==> src/rtl/core/jbrf_pkg.sv <==
// ----------------------------------------------------------------------------
// Joint bilateral residual filter package
// Shared constants, pixel record type, register indexes and helper functions.
// ----------------------------------------------------------------------------
`default_nettype none

package jbrf_pkg;

  localparam int MAX_ROWS_DEF    = 64;
  localparam int MAX_COLS_DEF    = 64;
  localparam int MAX_RADIUS_DEF  = 15;
  localparam int EXP_ENTRIES_DEF = 2000;

  localparam int CFG_W     = 24;
  localparam int CFG_IDX_W = 3;
  localparam int WEIGHT_W  = 17;
  localparam int MUL_A_W   = 18;
  localparam int MUL_B_W   = 24;
  localparam int MUL_P_W   = MUL_A_W + MUL_B_W;

  localparam logic [CFG_IDX_W-1:0] CFG_ROWS   = 3'd0;
  localparam logic [CFG_IDX_W-1:0] CFG_COLS   = 3'd1;
  localparam logic [CFG_IDX_W-1:0] CFG_RADIUS = 3'd2;
  localparam logic [CFG_IDX_W-1:0] CFG_LOC    = 3'd3;
  localparam logic [CFG_IDX_W-1:0] CFG_FLOW   = 3'd4;
  localparam logic [CFG_IDX_W-1:0] CFG_COLOUR = 3'd5;
  localparam logic [CFG_IDX_W-1:0] CFG_GAIN   = 3'd6;

  // one frame memory word
  typedef struct packed {
    logic [15:0] res;
    logic [15:0] fu;
    logic [15:0] fv;
    logic [15:0] bu;
    logic [15:0] bv;
    logic [7:0]  cr;
    logic [7:0]  cg;
    logic [7:0]  cb;
  } pix_t;

  localparam int MEM_W = $bits(pix_t);

  function automatic logic [15:0] absdiff_s16(input logic [15:0] a, input logic [15:0] b);
    logic signed [16:0] d;
    d = $signed({a[15], a}) - $signed({b[15], b});
    return d[16] ? 16'(-d) : d[15:0];
  endfunction

  function automatic logic [7:0] absdiff_u8(input logic [7:0] a, input logic [7:0] b);
    return (a >= b) ? (a - b) : (b - a);
  endfunction

  function automatic logic [6:0] absdiff_u7(input logic [6:0] a, input logic [6:0] b);
    return (a >= b) ? (a - b) : (b - a);
  endfunction

  // series divisor, elaboration only
  function automatic logic [63:0] div_small(input logic [63:0] x, input int k);
    case (k)
      2:  return x / 2;
      3:  return x / 3;
      4:  return x / 4;
      5:  return x / 5;
      6:  return x / 6;
      7:  return x / 7;
      8:  return x / 8;
      9:  return x / 9;
      10: return x / 10;
      11: return x / 11;
      12: return x / 12;
      default: return x;
    endcase
  endfunction

  // exp(-16 t) in Q0.30 via 13-term series and four squarings, out Q1.16
  function automatic logic [WEIGHT_W-1:0] exp_series(input logic [63:0] t);
    logic [63:0] s;
    logic [63:0] term;
    s    = 64'd1 << 30;
    term = 64'd1 << 30;
    for (int k = 1; k <= 12; k++) begin
      term = div_small((term * t) >> 30, k);
      if (k[0]) s = s - term;
      else      s = s + term;
    end
    for (int n = 0; n < 4; n++) begin
      s = (s * s + (64'd1 << 29)) >> 30;
    end
    return WEIGHT_W'((s + 64'd8192) >> 14);
  endfunction

endpackage

`default_nettype wire

==> src/rtl/core/jbrf_mul.sv <==
// ----------------------------------------------------------------------------
// Shared multiplier
// Unsigned 18 x 24 product, registered; one result per cycle.
// ----------------------------------------------------------------------------
`default_nettype none

module jbrf_mul import jbrf_pkg::*; (
  input  logic               clk,
  input  logic [MUL_A_W-1:0] a,
  input  logic [MUL_B_W-1:0] b,
  output logic [MUL_P_W-1:0] p
);

  always_ff @(posedge clk) begin
    p <= MUL_P_W'(a) * MUL_P_W'(b);
  end

endmodule

`default_nettype wire

==> config.mk <==
export PLATFORM = sky130hd
export DESIGN_NAME = jbrf_mul
export DESIGN_NICKNAME = d
export VERILOG_FILES = /design/src/rtl/core/jbrf_pkg.sv /design/src/rtl/core/jbrf_mul.sv
export SDC_FILE = /design/constraint.sdc
export NUM_CORES = 1
export LEC_CHECK = 0
export BUFFER_PORTS_ARGS = -buffer_cell sky130_fd_sc_hd__clkbuf_2
export CORE_MARGIN = 10
export CORE_UTILIZATION = 30
export DETAILED_ROUTE_END_ITERATION = 7
export HOLD_SLACK_MARGIN = 0.1
export PLACE_DENSITY_LB_ADDON = 0.12
export SLEW_MARGIN = 5
export SYNTH_ARGS = -nofsm -noshare
export SYNTH_HDL_FRONTEND = slang
export SYNTH_SLANG_ARGS = --single-unit
==> constraint.sdc <==
create_clock -name clk -period 17.1 [get_ports clk]
set_input_delay 0 -clock clk [delete_from_list [all_inputs] [get_ports clk]]
set_output_delay 0 -clock clk [all_outputs]
set_load 0.005 [all_outputs]
# [Word level (Yosys, flattened, before mapping)]
# Cells that the tools add are included.
[word_totals] register_bits=42 inputBits=43 output_inout_bits=42 elab_cells=2
[op_classes] multipliers=1
[ops] cell="multiplier 18 x 24 -> 42 bit" count=1

# [Depth between registers and ports, before layout]
[depth] depth_word=1 ltp_mapped=24 ltp_nobuf=22

# [Worst setup path after synthesis]
# No wires, ideal clock.
[synth_timing] path_kind="input to register" from="input b[11]" to="register p[38]" arrival_ns=5.519 required_ns=16.979 slack_ns=11.460 cell_stages=22 cell_sequence="clkbuf_1 > clkbuf_1 > nand2_1 > fa_1 > inv_1 > fa_1 > inv_1 > fa_1 > inv_1 > fa_1 > fa_1 > inv_1 > fa_1 > inv_1 > ha_1 > a21oi_1 > a21boi_1 > nor2_1 > or4_4 > a21o_4 > a31oi_4 > o21ai_1"
[synth_via] elab_chain_len=1
[synth_lines] item="start: declaration" line="jbrf_mul.sv:10" text="input logic [MUL_B_W-1:0] b,"
[synth_lines] item="multiplier 18 x 24 -> 42 bit" line="jbrf_mul.sv:15" text="p <= MUL_P_W'(a) * MUL_P_W'(b);"
[synth_lines] item="end signal: assignment" line="jbrf_mul.sv:15"
[synth_lines] item="end: declaration" line="jbrf_mul.sv:11" text="output logic [MUL_P_W-1:0] p"
# Every way passes these cells.

# [Worst setup path in the final report]
[layout_timing] from="input a[3]" to="register p[39]"
[layout_via] elab_chain_len=1
[layout_lines] item="start: declaration" line="jbrf_mul.sv:9" text="input logic [MUL_A_W-1:0] a,"
[layout_lines] item="multiplier 18 x 24 -> 42 bit" line="jbrf_mul.sv:15"
# Every way passes these cells.

==> impl_results.md <==
* Number of hold buffers added after cts at 0
* Fin crit share at 36.6%
* Crit path max fanout at 24
* CTS buffer count at 5
* Ys Warns at 0
* Synthesized area per cell at 8.89 µm²
* Synthesized flop and latch total at 42
* Die area at 58,600 µm²
* Worst min-delay path class: input port to flop
* Crit Path Category: input port to flop
* Post-synthesis instance area at 14,800 µm²
* Syn Nets at 2,176
* Max transition margin at 48.4%
* Initial core utilization at 30.3%
* PostCTS Resize Cnt at 0
* Critical path capture point type: flop
* GRT Overall Usage at 15.1%
* Total wire length at 43,300 µm
* Worst EP required at 17.32 ns
* Area leader, netlist: fa_1
* DPL Wire Length at 34,100 µm
* Hold Crit Start: b[0]
* First-pass GRT wire length at 69,300 µm
* Final setup viols at 0
* Final Slew Violations at 0
* Setup crit start: a[3]
* CP Launch Type: input port
* # port buffers at 84
* Post-layout min period at 6.26 ns
* Top FF cell, synth: dfxtp_1
* Synthesized netlist cell count at 1,665
* Outcome: complete, no violations
* Global route overflow at 0
* Largest Register: p
* Max Clock Freq at 160 MHz
* Vias in the first global route at 12,000
* Synth cell types at 59
* Top cells by area, synth: fa_1, inv_1, ha_1
* Most common cell after layout, fill and taps aside: inv_1
* Largest register FFs at 42
* Placer congestion estimate at 0.783
* Layout area overhead at 7.33%
* Vias post-DR at 10,700
* Vias per cell at 4.57
* Wirelength per Cell at 18.5 µm
* Initial antenna violation count at 0
* FP Rows at 81
* Num Clock Sinks at 42
* Most frequent cells in the layout: inv_1, fa_1, nand2_1
* Worst Tran Pin Value at 0.773 ns
* EDFF count, synth at 0
* Die Y at 242 µm
* DR iter-0 viols at 496
* Final net count at 2,190
* Async SR Flop Fraction at 0%
* Die Width at 242 µm
* Boundary Pins at 85
* Register area share after synthesis at 5.68%
* Largest regs: p: 42 flops
* Core footprint at 48,800 µm²
* Endpoints failing hold at 0
* Share of cells above drive strength 1 at 6.85%
* # Post-CTS Setup Buffers at 0
* Top-area cell type share of the netlist area at 47.6%
* Max_cap viols at 0
* Post-route antenna net violation count at 0
* Register clock-pin slew on the reported worst setup and hold paths at 0.06 ns
* CTS tree: done
* Largest net degree at the start of global routing at 25
* DRC viols at 0
* DRT Pass-1 Iters at 4
* CTS H-Tree Depth at 2
* Clk buf depth at 2
* Crit path DAT at 6.47 ns
* Final setup TNS at 0 ns
* Min-Delay Path Depth at 2
* RSZ-0062 raised after global routing: false
* CTS Root Cell: clkbuf_16
layer usage:
metal | vias to the layer above | GRT usage, % | routed length (µm)
met1 | 5704 | 18.9 | 18600
li1 | 4852 | - | -
met2 | 140 | 28.2 | 23400
met5 | - | 0 | 0
met3 | 22 | 1.42 | 915
met4 | 0 | 1.78 | 384
cells in the mapped netlist (all sizes together) (2+ instances only):
master   number
nand4         7
or3           2
nand3         9
nor2b         4
a2111oi       2
xor2         16
o211ai        3
or4           2
a21oi        35
xnor2        21
ha          116
a21o         26
a21boi        2
clkbuf       72
fa          352
and3          8
nor2         14
o221ai        2
o21bai        3
o31ai         2
and2        169
a41oi         2
inv         414
nand3b        2
buf           5
o21ai        19
dfxtp        42
a31oi         7
nand2       296
per-stage QoR:
step	setup WS (ns)	cell area (µm²)	hold slack (ns)	cells	utilization [%]
after global placement	10.49	15700	0.377	2336	32.2
after floorplan	11.46	14800	0.122	1665	-
after detailed placement	10.58	15700	0.377	2336	32.2
after global routing	10.40	15900	0.323	2343	32.5
final	10.84	15900	0.299	2344	32.5
after CTS	10.85	15900	0.297	2343	32.5
cell families (layout without fill, tap and decap cells):
group | after synthesis | count (layout) | synth area share [%]
simple gates | 518 | 518 | 16.8
buf+inv | 491 | 505 | 12.6
fa+ha+maj | 468 | 468 | 57.4
compound gates | 109 | 109 | 5.31
flops | 42 | 42 | 5.68
xor+xnor | 37 | 37 | 2.24
other cells | 0 | 1 | 0
path summary, 6_finish.rpt:
| path | end |
|---|---|
| setup / recovery | p[39] |
| hold / removal | p[0] |
final cells by class:
type / count / area [µm²]
inverter: 414 / 1550
antenna: 1 / 2.50
fill: 5256 / 33000
clock inverter: 2 / 10.0
timing repair buffer: 84 / 420
sequential: 42 / 841
clock buffer: 5 / 125
multi-input combinational: 1132 / 12100
tap: 664 / 831
worst max-delay path, cell delays in order:
cell	delay (ns)
clkbuf_2	0.53
nand2_1	0.17
fa_1	0.57
inv_1	0.05
fa_1	0.54
inv_1	0.06
fa_1	0.53
inv_1	0.07
fa_1	0.55
fa_1	0.43
fa_1	0.44
ha_1	0.39
a21oi_1	0.33
o21ai_0	0.15
a21oi_1	0.22
nor2_1	0.10
a2111oi_0	0.56
o31ai_1	0.30
a31oi_1	0.32
xnor2_1	0.15
Power is left out: the tool's default activity adds up to more than one toggle a clock period on the data nets, which glitch-free logic cannot reach.
