### config.mk
export PLATFORM = sky130hd
export DESIGN_NAME = jbrf_divider
export DESIGN_NICKNAME = d
export VERILOG_FILES = /design/src/rtl/core/jbrf_divider.sv
export SDC_FILE = /design/constraint.sdc
export NUM_CORES = 1
export LEC_CHECK = 0
export ABC_AREA = 1
export BUFFER_PORTS_ARGS = -buffer_cell sky130_fd_sc_hd__buf_2
export CORE_ASPECT_RATIO = 1.2
export CORE_MARGIN = 1.5
export CORE_UTILIZATION = 55
export CTS_BUF_LIST = sky130_fd_sc_hd__clkbuf_4
export CTS_CLUSTER_DIAMETER = 80
export CTS_CLUSTER_SIZE = 24
export DETAILED_ROUTE_END_ITERATION = 7
export PLACE_DENSITY = 0.81
export SLEW_MARGIN = 20
export SYNTH_ARGS = -nofsm -noshare
export SYNTH_HDL_FRONTEND = slang
export SYNTH_SLANG_ARGS = --single-unit
### constraint.sdc
create_clock -name clk -period 15 [get_ports clk]
set_clock_uncertainty 0.05 [all_clocks]
set_input_delay 0.75 -clock clk [delete_from_list [all_inputs] [get_ports clk]]
set_output_delay 0.75 -clock clk [all_outputs]
set_load 0.1 [all_outputs]
### src/rtl/core/jbrf_divider.sv
// ----------------------------------------------------------------------------
// Restoring divider
// Unsigned, one quotient bit per cycle, NUM_W quotient bits in all.
// ----------------------------------------------------------------------------
`default_nettype none

module jbrf_divider #(
  parameter int NUM_W = 42,
  parameter int DEN_W = 27
) (
  input  logic             clk,
  input  logic             rst,
  input  logic             start,
  input  logic [NUM_W-1:0] dividend,
  input  logic [DEN_W-1:0] divisor,
  output logic             done,
  output logic [NUM_W-1:0] quotient
);

  localparam int CNT_W = $clog2(NUM_W + 1);

  logic [DEN_W:0]   rem;
  logic [NUM_W-1:0] quo;
  logic [DEN_W-1:0] dvs;
  logic [CNT_W-1:0] cnt;
  logic             busy;
  logic [DEN_W:0]   shifted;
  logic             ge;
  logic [DEN_W:0]   rem_next;

  always_comb begin
    shifted  = {rem[DEN_W-1:0], quo[NUM_W-1]};
    ge       = (shifted >= {1'b0, dvs});
    rem_next = ge ? (shifted - {1'b0, dvs}) : shifted;
  end

  always_ff @(posedge clk) begin
    if (rst) begin
      busy <= 1'b0;
      done <= 1'b0;
    end else begin
      done <= 1'b0;
      if (start) begin
        rem  <= '0;
        quo  <= dividend;
        dvs  <= divisor;
        cnt  <= CNT_W'(NUM_W);
        busy <= 1'b1;
      end else if (busy) begin
        rem <= rem_next;
        quo <= {quo[NUM_W-2:0], ge};
        cnt <= cnt - 1'b1;
        if (cnt == CNT_W'(1)) begin
          busy <= 1'b0;
          done <= 1'b1;
        end
      end
    end
  end

  assign quotient = quo;

endmodule

`default_nettype wire

Yosys cells after proc, flatten, opt, wreduce, memory -nomap -nowiden --
Cells that the tools add are included.
Storage, ports and cells: output and inout bits 43, bits of input ports 72, word-level logic and storage cells 25, register bits after elaboration 104
Operators by class: reductions and logical operators 4, eq/ne operators 1, muxes and demuxes 9, $add $sub $neg 2, magnitude comparators 1, bitwise logic cells 2
Operator list (count):
- 2-to-1 mux 42 bit | 2
- 2-to-1 mux 27 bit | 2
- greater-or-equal comparator 28 x 27 -> 1 bit | 1
- subtractor 27 bit | 1
- == test 6 x 1 -> 1 bit, second input constant | 1
- 2-to-1 mux 6 bit | 1
- subtractor 6 x 1 -> 6 bit, second input constant | 1
- 2-to-1 mux 1 bit | 4
- AND reduction 2 bit | 2
- OR reduction 3 bit | 1
- NOT 1 bit | 2
- nonzero test 2 bit | 1

Logic depth before layout (Yosys ltp) --
Gate-level depths: netlist of run 1.
word-level depth 4, gate-level depth with buffers 15, gate-level depth less buffers 15

Worst setup path before layout of run 1 --
No wires, ideal clock.
path type input -> register, start point in start, end point reg cnt[0], enable pin, path buffers 2, library setup time 0.535 ns, data required time 14.415 ns, data arrival time 4.945 ns, stages 4, path slack 9.470 ns, cells stage by stage clkbuf_1 -> inv_1 -> clkbuf_1 -> a21oi_1
Between the ends: word-level cells in the longest chain between the ends 2
Ends and longest elaborated chain:
- start, declared | line 13 | input logic start,
- nonzero test 2 bit (no line)
- AND reduction 2 bit (no line)
- end signal, assigned | line 47 | cnt <= CNT_W'(NUM_W);
- end signal, assigned | line 52 | cnt <= cnt - 1'b1;
- end, declared | line 25 | logic [CNT_W-1:0] cnt;
Every way passes these cells. A chain may end at the register's enable or synchronous reset.

Worst setup path in the final report of run 1 --
start point in start, end point reg rem[11], enable pin
Between the ends: word-level cells in the longest chain between the ends 2
Ends and longest elaborated chain:
- nonzero test 2 bit (no line)
- AND reduction 2 bit (no line)
- end signal, assigned | line 50 | rem <= rem_next;
- end, declared | line 22 | logic [DEN_W:0] rem;
Every way passes these cells.

==> impl_metrics.csv, run 1 <==
group,metric,value,unit
final_layout,fin_nets,1058,
clocking,cts_setup_buffers,0,
placed_design,gp_congestion,0.917,
min_path,min_to,"dvs[12]",
yosys,syn_avg_cell_area,7.70,um2
drt,drtIter0Drc,398,
yosys,netlist_instances,844,
worst_setup_path,crit_path_end_kind,"flop",
drt,drcViolationCount,0,
worst_setup_path,cp_top_family,"buffers and inverters",
worst_setup_path,cp_data_arrival_time,3.62,ns
placed_design,dpl.hpwl,10800,um
floorplanning,num_rows,43,
floorplanning,dieHeight,122,um
drt,met2_wirelength,7020,um
drt,viasPerCell,4.96,
power,leakage,3.93,nW
yosys,async_flop_share,0,%
worst_setup_path,crit_slowest_cell,"clkinv_1",
drt,ant_nets,0,
power,irDropWorstVdd,0.0753,mV
clocking,clock_latency,0.47,ns
worst_setup_path,r2r-start,"quotient[41]",
drt,vias,5541,
power,p_per_area,105,nW/um2
final_layout,syn2layout_area_growth,13.5,%
yosys,syn-num-nets,946,
clocking,cts_root_buf,"clkbuf_4",
yosys,synth-main-ff-cell,"edfxtp_1",
grt,grt_pass1_wl,23800,um
sta,worst_pin_slew,0.974,ns
grt,grt_max_degree,77,
clocking,cts_tree,"built",
floorplanning,chipWidth,102,um
power,pwr-share-comb,33.4,%
outcome,status,"finished, final reports clean",
worst_setup_path,crit_fanout,76,
worst_setup_path,cp-start-kind,"primary input",
grt,antenna_found_initial,0,
yosys,yosysUniqueCellTypes,32,
min_path,min_from,"divisor[12]",
worst_setup_path,rr_worst_depth,13,
yosys,syn_area,6500,um2
worst_setup_path,path_class,"in -> reg",
sta,slew_headroom,35.1,%
power,finalPower,776,uW
power,p_sw,298,uW
worst_setup_path,cp.depth,6,
floorplanning,die_area,12500,um2
grt,globalRouteOverflowTotal,0,
yosys,yosysMostFrequentCell,"nand2_1",
sta,fin_tns_setup,0,ns
clocking,path_clk_slew,0.17,ns
yosys,synth_edf_count,102,
yosys,synth_area_leaders,"edfxtp_1 47%, nand2_1 20%, inv_1 8.6%, ha_1 5.6%, nor2_1 4.2%",
drt,wl_per_cell,12.8,um
flow_run,cap_viol_max_count,0,
clocking,numCtsBuffers,9,
yosys,ys_seq_area_share,47.8,%
sta,finalHoldViolCount,0,
drt,top_layer_used,"met4",
power,p_clk_share,20.1,%
clocking,hold_buffers,0,
final_layout,fillCellCount,1040,
final_layout,antenna_cells,0,
sta,rsz0062_at_grt,"no",
worst_setup_path,crit_top_cell,"buf_4",
floorplanning,placeableCoreArea,11500,um2
worst_setup_path,crit_chain,"buf_2 -> buf_4 -> clkinv_1 -> buf_4 -> a21oi_4 -> buf_4",
sta,finalCriticalPeriod,3.57,ns
sta,clock.fmax,280,MHz
yosys,synth_area_leader_cell,"edfxtp_1",
sta,drv_slew,0,
min_path,min_path_cells,1,
worst_setup_path,reg2reg_to,"rem[5]",
worst_setup_path,required,15.05,ns
clocking,cts-resized-gates,0,
power,power.internal,478,uW
drt,wl_met1,6050,um
floorplanning,pin_count,115,
worst_setup_path,critPathMaxStageDelay,0.80,ns
worst_setup_path,crit_buf_inv,5,
yosys,synth_top_area_share,47.1,%
power,p_seq_share,46.5,%
power,p_sw_share,38.5,%
drt,dr_wl_met3,810,um
clocking,htreeDepth,3,
clocking,cts.sinks,104,
worst_setup_path,r2r_setup_slack,12.08,ns
floorplanning,start_util,56.4,%
clocking,clockBufferDepth,2,
drt,wl,14300,um
final_layout,drive_above_1_share,16.2,%
yosys,synth_commonest_cells,"350 x nand2_1, 149 x inv_1, 102 x edfxtp_1",
grt,grt_pass1_vias,5297,
sta,setup_viol,0,
placed_design,numPortBuffers,114,
yosys,ys_ff_latch,104,
sta,min_period_over_period,23.8,%
drt,first_pass_iters,5,
min_path,hold_class,"in -> reg",
yosys,ys_warn_count,0,
grt,grt_usage,24.5,%
==> sequential cells by signal, indices dropped and copies added, names as in the netlist <==
signal and count:
done 1, rem 27, busy 1, dvs 27, quotient 42, cnt 6
==> worst register-to-register path, stage by stage, from the launching register on <==
cell      delay, ns
edfxtp_1       0.41
inv_1          0.06
ha_1           0.21
fa_1           0.42
inv_1          0.13
nand3_1        0.08
nand3_1        0.17
nand2_1        0.11
nand3_2        0.12
nand3b_2       0.12
nand2_4        0.34
inv_2          0.24
nor2_1         0.18
nor2_1         0.06
==> cell families (layout without fill, tap and decap cells) <==
logic type,Yosys count,in the layout,share of synthesized area (%)
and+or+nand+nor,495,495,31.3
AOI/OAI and AO/OA,36,36,3.47
xor gates and xnor gates,11,11,1.48
buffers and inverters,168,285,10.1
adders and majority gates,30,30,5.89
DFF,104,104,47.8
==> routing by layer <==
layer	track usage (%)	up-vias
met5	0	-
met1	30.7	2486
li1	-	2848
met2	41.2	171
met4	9.33	0
met3	5.57	36
==> cell usage in the layout, fill, tap and decap left out, types with 3 or more instances in the layout <==
cell        n
a21oi_1    15
buf_2     114
buf_4       4
clkbuf_4    9
edfxtp_1  102
ha_1       29
inv_1     148
nand2_1   350
nand2_2     6
nand3_1    42
nand3b_1    3
nand4_1     6
nor2_1     71
nor2_2      6
o21bai_1   15
xor2_1     10
==> worst max-delay path by stage <==
| stage | startpoint | slack, ns | endpoint |
|---|---|---|---|
| after CTS | start | 11.41 | dvs[10] |
| after global routing | start | 11.18 | rem[11] |
| after detailed placement | start | 10.92 | dvs[11] |
| final | start | 11.43 | rem[11] |
| after floorplan | start | 9.47 | cnt[0] |
| after global placement | start | 10.88 | dvs[10] |
==> power groups by stage <==
stage	logic (mW)	registers (mW)	clock network, mW
global route	0.290	0.363	0.169
CTS	0.259	0.361	0.158
global placement	0.254	0.367	0
finish	0.259	0.361	0.156
floorplan	0.152	0.419	0
detailed placement	0.258	0.367	0
==> through the flow <==
| step | cell area, um2 | setup slack, ns | util (%) | hold slack, ns | std cells |
|---|---|---|---|---|---|
| 2_1_floorplan | 6500 | 9.47 | - | 0.371 | 844 |
| 3_3_place_gp | 7220 | 10.88 | 62.7 | 0.461 | 1102 |
| 3_5_place_dp | 7220 | 10.92 | 62.7 | 0.474 | 1102 |
| 4_1_cts | 7370 | 11.41 | 64.1 | 0.364 | 1118 |
| 5_1_grt | 7370 | 11.18 | 64.1 | 0.354 | 1118 |
| 6_report | 7370 | 11.43 | 64.1 | 0.391 | 1118 |
==> final cells by class <==
class	count	area [um2]	share of cell area, %
well taps	157	196	2.66
flip-flops and latches	104	3100	42.1
inverters	151	567	7.69
repair buffers	118	601	8.14
clock buffers	9	67.6	0.916
multi-input cells	572	2750	37.3
clock inverters	7	87.6	1.19
Power figures use the tool's default switching activity.
==> inputs of run 2 (changes only) <==
==> constraint.sdc (replaced) <==
create_clock -name clk -period 3.6 [get_ports clk]
set_clock_uncertainty 0.05 [all_clocks]
set_input_delay 0.18 -clock clk [delete_from_list [all_inputs] [get_ports clk]]
set_output_delay 0.18 -clock clk [all_outputs]
set_load 0.1 [all_outputs]
==> run 2 against run 1 <==
Effect of this change:
- sequential power rose to 4.2 times the previous value
- via count up 7.4%
- flip-flop and latch count unchanged
- count of clock-buffer cells in the layout unchanged
- utilization up 6.0 points
- wire length up 18%
- non-clock buffer count up 72
- cell area up 9.3%
- global-route usage up 3.4 points
- first-iteration DRC count down 4.5%
- sequential share of layout area down 3.6 points
- largest cell class unchanged
==> impl_metrics.csv, run 2 (synthesized netlist as in run 1, its figures left out) <==
group,metric,value,unit
outcome,status,"finished, final reports clean",
worst_setup_path,crit_fanout,30,
floorplanning,die_area,12500,um2
drt,ant_nets,0,
clocking,clockBufferDepth,2,
sta,finalCriticalPeriod,2.78,ns
final_layout,antenna_cells,0,
floorplanning,placeableCoreArea,11500,um2
drt,drcViolationCount,0,
final_layout,final_common_cell,"nand2_1",
worst_setup_path,r2r_setup_slack,0.82,ns
grt,grt_pass1_vias,5857,
worst_setup_path,crit_slowest_cell,"edfxtp_1",
final_layout,syn2layout_area_growth,24.1,%
drt,viasPerCell,5.00,
placed_design,gp_congestion,0.966,
floorplanning,pin_count,115,
power,irDropWorstVdd,0.252,mV
power,p_per_area,403,nW/um2
clocking,htreeDepth,3,
drt,drtIter0Drc,380,
min_path,min_to,"cnt[1]",
sta,min_period_over_period,77.2,%
worst_setup_path,path_class,"reg -> reg",
final_layout,layoutNonFillerInstCount,1190,
sta,setup_viol,0,
clocking,path_clk_slew,0.18,ns
clocking,cts.sinks,104,
final_layout,multi_input_area,2750,um2
sta,fin_tns_setup,0,ns
flow_run,cap_viol_max_count,0,
worst_setup_path,crit_chain,"inv_1 -> ha_1 -> fa_1 -> inv_1 -> nand3_1 -> nand3_1 -> nand2_1 -> nand3_2 -> nand3b_2 -> nand2_4 -> inv_2 -> nor2_1 -> nor2_1",
sta,drv_slew,0,
worst_setup_path,rr_worst_depth,13,
worst_setup_path,crit_path_end_kind,"flop",
grt,globalRouteOverflowTotal,0,
sta,finalHoldViolCount,0,
drt,wl_per_cell,14.2,um
power,finalPower,3.25,mW
min_path,hold_class,"in -> reg",
placed_design,place_inst,1104,
worst_setup_path,required,3.80,ns
clocking,clock_latency,0.48,ns
floorplanning,dieHeight,122,um
clocking,cts-resized-gates,0,
final_layout,fillCellCount,912,
clocking,cts_tree,"built",
drt,first_pass_iters,6,
worst_setup_path,reg2reg_to,"rem[12]",
final_layout,fin_nets,1130,
placed_design,dpl.hpwl,10700,um
clocking,numCtsBuffers,9,
min_path,min_from,"start",
final_layout,seqCellArea,3100,um2
drt,vias,5952,
drt,wl,16900,um
final_layout,final_util,70.0,%
placed_design,numPortBuffers,114,
min_path,min_path_cells,4,
worst_setup_path,critPathMaxStageDelay,0.41,ns
worst_setup_path,r2r-start,"quotient[41]",
floorplanning,start_util,56.4,%
sta,rsz0062_at_grt,"no",
floorplanning,chipWidth,102,um
sta,worst_pin_slew,0.631,ns
grt,grt_usage,28.0,%
grt,antenna_found_initial,0,
sta,clock.fmax,360,MHz
sta,slew_headroom,57.9,%
final_layout,largest_reg_flops,42,
power,leakage,4.22,nW
worst_setup_path,cp_data_arrival_time,2.98,ns
floorplanning,num_rows,43,
final_layout,drive_above_1_share,15.4,%
grt,grt_pass1_wl,27000,um
worst_setup_path,cp-start-kind,"flop",
clocking,cts_root_buf,"clkbuf_4",
grt,grt_max_degree,63,
final_layout,final_cell_mix,"350 x nand2_1, 148 x inv_1, 114 x buf_2",
-- run 2: area by class of cell --
class	count	area share, %
multi-input cells	572	34.1
inverters	151	7.03
clock inverters	7	0.760
repair buffers	190	16.3
well taps	157	2.44
flip-flops and latches	104	38.5
clock buffers	9	0.838
-- run 2: what timing repair did --
action | CTS | global route
endpoints found under the hold margin | 70 | 0
setup buffers | 0 | 0
hold buffers | 70 | 0
-- run 2: worst max path at each step --
stage / startpoint / endpoint / slack (ns)
CTS: quotient[41] / rem[13] / 0.82
detailed placement: quotient[41] / rem[12] / 0.86
finish: quotient[41] / rem[12] / 0.82
global route: quotient[41] / rem[12] / 0.59
floorplan: start / cnt[0] / 0.13
global placement: quotient[41] / rem[14] / 0.96
-- run 2: routing by layer --
metal / up-vias / track usage, % / share of wire, %
li1: 2982 / - / -
met1: 2684 / 33.7 / 40
met2: 233 / 48.2 / 51
met3: 53 / 6.20 / 6.2
met4: 0 / 11.2 / 3.2
met5: - / 0 / 0
-- run 2: where the power goes --
part / leakage (nW) / total, mW / internal [mW] / switching [mW]
Sequential: 0.992 / 1.51 / 1.46 / 0.0494
Combinational: 3.15 / 1.16 / 0.358 / 0.800
Clock: 0.0703 / 0.589 / 0.156 / 0.433
Total: 4.22 / 3.25 / 1.97 / 1.28
-- run 2: critical path: cells and delay by family, from the launching register on --
| family | cells | cell delay (ns) |
|---|---|---|
| fa+ha+maj | 2 | 0.62 |
| simple gates | 8 | 1.08 |
| buf+inv | 3 | 0.38 |
| flops | 1 | 0.41 |
-- run 2: stage by stage --
stage | area, um2 | hold slack (ns) | setup slack, ns
after floorplan | 6500 | 0.207 | 0.128
after global placement | 7230 | 0.307 | 0.960
after detailed placement | 7230 | 0.308 | 0.863
after CTS | 8060 | 0.236 | 0.825
after global routing | 8060 | 0.315 | 0.594
final | 8060 | 0.307 | 0.821
